`config.mk`:
```
export PLATFORM = sky130hd
export DESIGN_NAME = cssc_div
export DESIGN_NICKNAME = d
export VERILOG_FILES = /design/src/cluster_sse_cost_assert.svh /design/src/cssc_div.sv
export SDC_FILE = /design/constraint.sdc
export NUM_CORES = 1
export LEC_CHECK = 0
export BUFFER_PORTS_ARGS = -buffer_cell sky130_fd_sc_hd__buf_2
export CAP_MARGIN = 20
export CORE_UTILIZATION = 39
export CTS_CLUSTER_DIAMETER = 80
export DETAILED_ROUTE_END_ITERATION = 10
export SYNTH_ARGS = -nofsm -noshare
export SYNTH_HDL_FRONTEND = slang
export SYNTH_SLANG_ARGS = --single-unit
```
`constraint.sdc`:
```
create_clock -name clk -period 2.96 [get_ports clk]
set_clock_uncertainty 0.05 [all_clocks]
set_input_delay 0.148 -clock clk [delete_from_list [all_inputs] [get_ports clk]]
set_output_delay 0.148 -clock clk [all_outputs]
set_load 0.02 [all_outputs]
```
`src/cluster_sse_cost_assert.svh`:
```
// assertion helpers for the sse cost block
`ifndef CLUSTER_SSE_COST_ASSERT_SVH
`define CLUSTER_SSE_COST_ASSERT_SVH

// same-cycle implication, held off during reset
`define CSSC_ASSERT_NOW(lbl, clk_s, rst_s, ante, cons, msg) \
    lbl: assert property (@(posedge clk_s) disable iff (!rst_s) (ante) |-> (cons)) \
        else $error(msg);

// next-cycle implication, held off during reset
`define CSSC_ASSERT_NEXT(lbl, clk_s, rst_s, ante, cons, msg) \
    lbl: assert property (@(posedge clk_s) disable iff (!rst_s) (ante) |=> (cons)) \
        else $error(msg);

`endif

```
`src/cssc_div.sv`:
```
module cssc_div #(
    parameter int NW  = 27,
    parameter int DVW = 11
) (
    input  logic           clk,
    input  logic           rst_n,
    input  logic           start,
    input  logic [NW-1:0]  dividend,
    input  logic [DVW-1:0] divisor,
    output logic           done,
    output logic [NW-1:0]  quotient
);

    localparam int CNT_W = $clog2(NW + 1);

    logic [DVW-1:0]   rem_reg;
    logic [NW-1:0]    quo_reg;
    logic [CNT_W-1:0] cnt_reg;
    logic             done_reg;
    logic [DVW:0]     shifted;
    logic             ge;
    logic [DVW:0]     rem_next;

    // one quotient bit a cycle, restoring
    always_comb
    begin
        shifted  = {rem_reg, quo_reg[NW-1]};
        ge       = shifted >= {1'b0, divisor};
        rem_next = ge ? (shifted - {1'b0, divisor}) : shifted;
    end

    always_ff @(posedge clk or negedge rst_n)
    begin
        if (!rst_n)
        begin
            cnt_reg  <= '0;
            done_reg <= 1'b0;
        end
        else
        begin
            // last quotient bit lands on the count-of-one step
            done_reg <= !start && (cnt_reg == CNT_W'(1));
            if (start)
            begin
                cnt_reg <= CNT_W'(NW);
            end
            else if (cnt_reg != '0)
            begin
                cnt_reg <= cnt_reg - 1'b1;
            end
        end
    end

    always_ff @(posedge clk)
    begin
        if (start)
        begin
            rem_reg <= '0;
            quo_reg <= dividend;
        end
        else if (cnt_reg != '0)
        begin
            rem_reg <= rem_next[DVW-1:0];
            quo_reg <= {quo_reg[NW-2:0], ge};
        end
    end

    assign done     = done_reg;
    assign quotient = quo_reg;

endmodule

```
# After elaboration in Yosys (flattened, before gate mapping)
# Cells that the tools add are included.
# word_totals
regBits	44
in_bits	41
out_inout_bits	28
wordCells	17
# op_classes
add_sub_neg	2
order_cmp	1
eq_ne	1
muxes	5
reduce_logical	4
# op_table
operator	count
$mux W27	2
$ge A12 B11 Y1	1
$mux W11	1
$sub A11 B11 Y11	1
$mux W5	2
$eq A5 B1 Y1 const B	1
$reduce_bool A5 Y1	1
$sub A5 B1 Y5 const B	1
$reduce_bool A2 Y1	1
$logic_and A1 B1 Y1	1
$logic_not A1 Y1	1

# Logic depth before layout (Yosys ltp)
# logic_depth
word_depth	3
depth_mapped	10
mapped_depth_nobuf	9

# Least setup slack after synthesis
# Ideal clock, no wire load.
# synth_path
path_type	register -> register
startpoint	register quo_reg[26], in the netlist quotient[26]
endpoint	register rem_reg[10]
setup_ps	88
arrival_ps	2615
t_required_ps	2822
setup_slack_ps	207
stages_incl_launch_ff	10
path_buffers	0
synth_period_minus_slack_ps	2753
cell_sequence	edfxtp_1 inv_1 ha_1 fa_1 nand2b_1 a21o_1 a22oi_2 a211oi_4 or4_1 a311oi_2
# synth_between
elab_chain_cells	2
word_cells_on_any_way	3
classes_between	1 x add/sub; 1 x order compare; 1 x mux
# synth_lines
element	line	text
start: declaration	cssc_div.sv:17	logic [NW-1:0] quo_reg;
start signal: assignment	cssc_div.sv:59	quo_reg <= dividend;
start signal: assignment	cssc_div.sv:64	quo_reg <= {quo_reg[NW-2:0], ge};
$sub A11 B11 Y11 / $ge A12 B11 Y1 (equally long branches)	cssc_div.sv:29, cssc_div.sv:28	
$mux W11 *	cssc_div.sv:29	rem_next = ge ? (shifted - {1'b0, divisor}) : shifted;
end signal: assignment	cssc_div.sv:63	rem_reg <= rem_next[DVW-1:0];
end: declaration	cssc_div.sv:16	logic [DVW-1:0] rem_reg;
# Mark *: on every way between the ends. The rest lies on a longest branch, timed or not.
# A chain may end at the register's enable or synchronous reset.

# Worst setup path after layout
# layout_path
startpoint	register quo_reg[26], in the netlist quotient[26]
endpoint	register rem_reg[6]
# Same word-level chain as after synthesis.

==> run summary <==
outcome -> completed
#FFs+latches synth -> 44
total track usage -> 15.6%
Sw Share -> 34.5%
Peak VDD IR -> 0.000329 V
dominant cell type by area after synthesis -> edfxtp_1
R2R cell count -> 10
hold path depth -> 2
Final Hold Viols -> 0
Finished Core Util -> 48.8%
Post-synth EDFFs -> 27
core footprint -> 0.00631 sq mm
Leak Pwr -> 1.41 nW
ys flop type -> edfxtp_1
largest net degree at the start of global routing -> 41
final-report setup violation count -> 0
clock transition at the registers of the reported paths -> 0.09 ns
cts repair resizes -> 0
Slew HR -> 55.9%
Internal Power -> 1.39 mW
DRC -> 0
H-tree levels -> 2
die boundary height -> 82.8 um
remaining global-route overflow -> 0
Crit. path cell count -> 10
Cell variety after synth -> 50
final instance area -> 0.00308 sq mm
CTS Root Cell -> clkbuf_8
final worst-path cycle share -> 91.7%
family with the most delay on the worst path -> compound AO/OA/AOI/OAI gates
worst skew pair latency -> 0.29 ns
CTS buffer count -> 5
Net Switching -> 0.729 mW
power share of the combinational group -> 39.1%
Initial DRT Pass Iterations -> 4
initial antenna violation count -> 0
Post-DRT Antenna Nets -> 0
DR vias -> 1964
max_cap viols -> 0
sequential share of the synthesized area -> 46.4%
share of the synthesized area in the top cell type -> 31.8%
GP Congestion -> 0.774
TNS Setup -> 0 ns
CP Data Arrival Time -> 2.86 ns
Crit Path Max Fanout -> 18
final-report max-slew violation count -> 0
HP Class -> in -> reg
standard-cell row count -> 29
Least-Margin Pin Slew -> 0.660 ns
initial drt markers -> 70
WHS -> 0.103 ns
nets@finish -> 357
Sink Count -> 44
DR vias/cell -> 5.18
number of buffer and inverter stages on the critical path -> 2
Yosys Warn Count -> 0
Mapped Cells -> 232
CTS Buffer Depth -> 2
first-pass GRT wire length -> 8720 um
Hold-fix buffers, CTS -> 1
share of layout cells above drive strength 1 -> 37.4%
CP required -> 3.11 ns
clock network fraction of design power -> 21.4%
CTS tree -> yes
vias in the first global route -> 1845
die area -> 0.00686 sq mm
ys async rst share -> 13.6%
# Post-CTS Setup Buffers -> 0
Setup crit end kind -> flop
post-route minimum period -> 2.71 ns
most frequent cells after synthesis -> edfxtp_1 (27), mux2_2 (27), nor2_1 (21), nand2_1 (17), inv_1 (16)
port bufs -> 68
HPWL after DPL -> 3810 um
Die X -> 82.8 um
Largest register FFs -> 27
Synth area leaders -> edfxtp_1 (32%), mux2_2 (12%), dfxtp_1 (8.6%)
Initial Util -> 40.3%
Seq pwr share -> 39.5%
Mapped Avg Cell Area -> 11.0 sq um
Post-Place Worst Slack -> 0.268 ns
routed len/inst -> 13.8 um
final WL -> 5240 um
slowest CP cell -> fa_1
Max Fclk -> 0.368 GHz
number of diodes -> 0
power per cell area -> 686 mW/mm^2
RSZ-0062 raised after global routing -> no
I/O pin cnt -> 69
startpoint types -> flop
worst setup margin -> 0.245 ns
worst path cell trace -> inv_1, ha_1, fa_1, nand2b_1, a21o_1, a22oi_2, a211oi_4, buf_4, a211o_1, a311oi_1
critical path class -> reg -> reg
Area Overhead vs Synth -> 21.0%
Worst path max stage delay -> 0.39 ns
dpl cell area -> 0.00296 sq mm
post-synth net total -> 288
Cell Area, Synth -> 0.00255 sq mm
## layout by cell type (no fill, tap or decap), drive strengths merged, types with 3 or more instances in the layout
master and n:
nor2 21, mux2 27, a311oi 4, nor4 3
xnor2 4, clkbuf 6, a21oi 9, dfxtp 11
mux2i 5, dfrtp 6, inv 16, o21a 4
buf 72, a211o 3, a211oi 5, and3 3
edfxtp 27, o21ai 6, nand2 18, ha 14
nor3 5
## power by group through the flow
stage / logic, mW / registers (mW) / clock network (mW)
finish: 0.827 / 0.834 / 0.454
global route: 0.918 / 0.850 / 0.486
CTS: 0.831 / 0.835 / 0.464
detailed placement: 0.826 / 0.847 / 0
global placement: 0.818 / 0.847 / 0
floorplan: 0.592 / 0.886 / 0
## worst paths after layout
path | slack [ns] | end | start
worst max-delay path | 0.25 | rem_reg[6] | quotient[26]
worst min-delay path | 0.10 | quotient[13] | dividend[13]
worst max register to register | 0.25 | rem_reg[6] | quotient[26]
worst min register to register | 0.46 | cnt_reg[4] | cnt_reg[4]
max in group asynchronous | 2.56 | cnt_reg[2] | rst_n
min in group asynchronous | 0.16 | cnt_reg[3] | rst_n
## cells by family after synthesis
group	after synthesis	synth area share, %
AND/OR/NAND/NOR	64	12.5
AO/OA/AOI/OAI	44	13.4
flip-flops	44	46.4
multiplexers	32	13.9
buffers and inverters	28	4.47
adder cells (fa/ha/maj)	15	7.66
XOR/XNOR	5	1.72
## layer usage
layer,track usage (%),vias to the layer above,wire [um]
li1,-,991,-
met1,21.6,926,2490
met2,25.0,42,2480
met3,3.28,5,233
met4,4.23,0,45
met5,0,-,0
## metrics by stage
stage / total power, mW / instances
floorplan: 1.48 / 232
global placement: 1.67 / 370
detailed placement: 1.67 / 370
CTS: 2.13 / 379
global route: 2.25 / 379
finish: 2.12 / 379
## cell type report
class	count	area, sq um
fill	621	3230
clock inverter	2	35.0
clock buffer	6	72.6
timing repair buffer	73	380
multi-input combinational	160	1250
inverter	17	63.8
tap	77	96.3
sequential	44	1180
No activity file was read; power rests on OpenSTA's default activity.
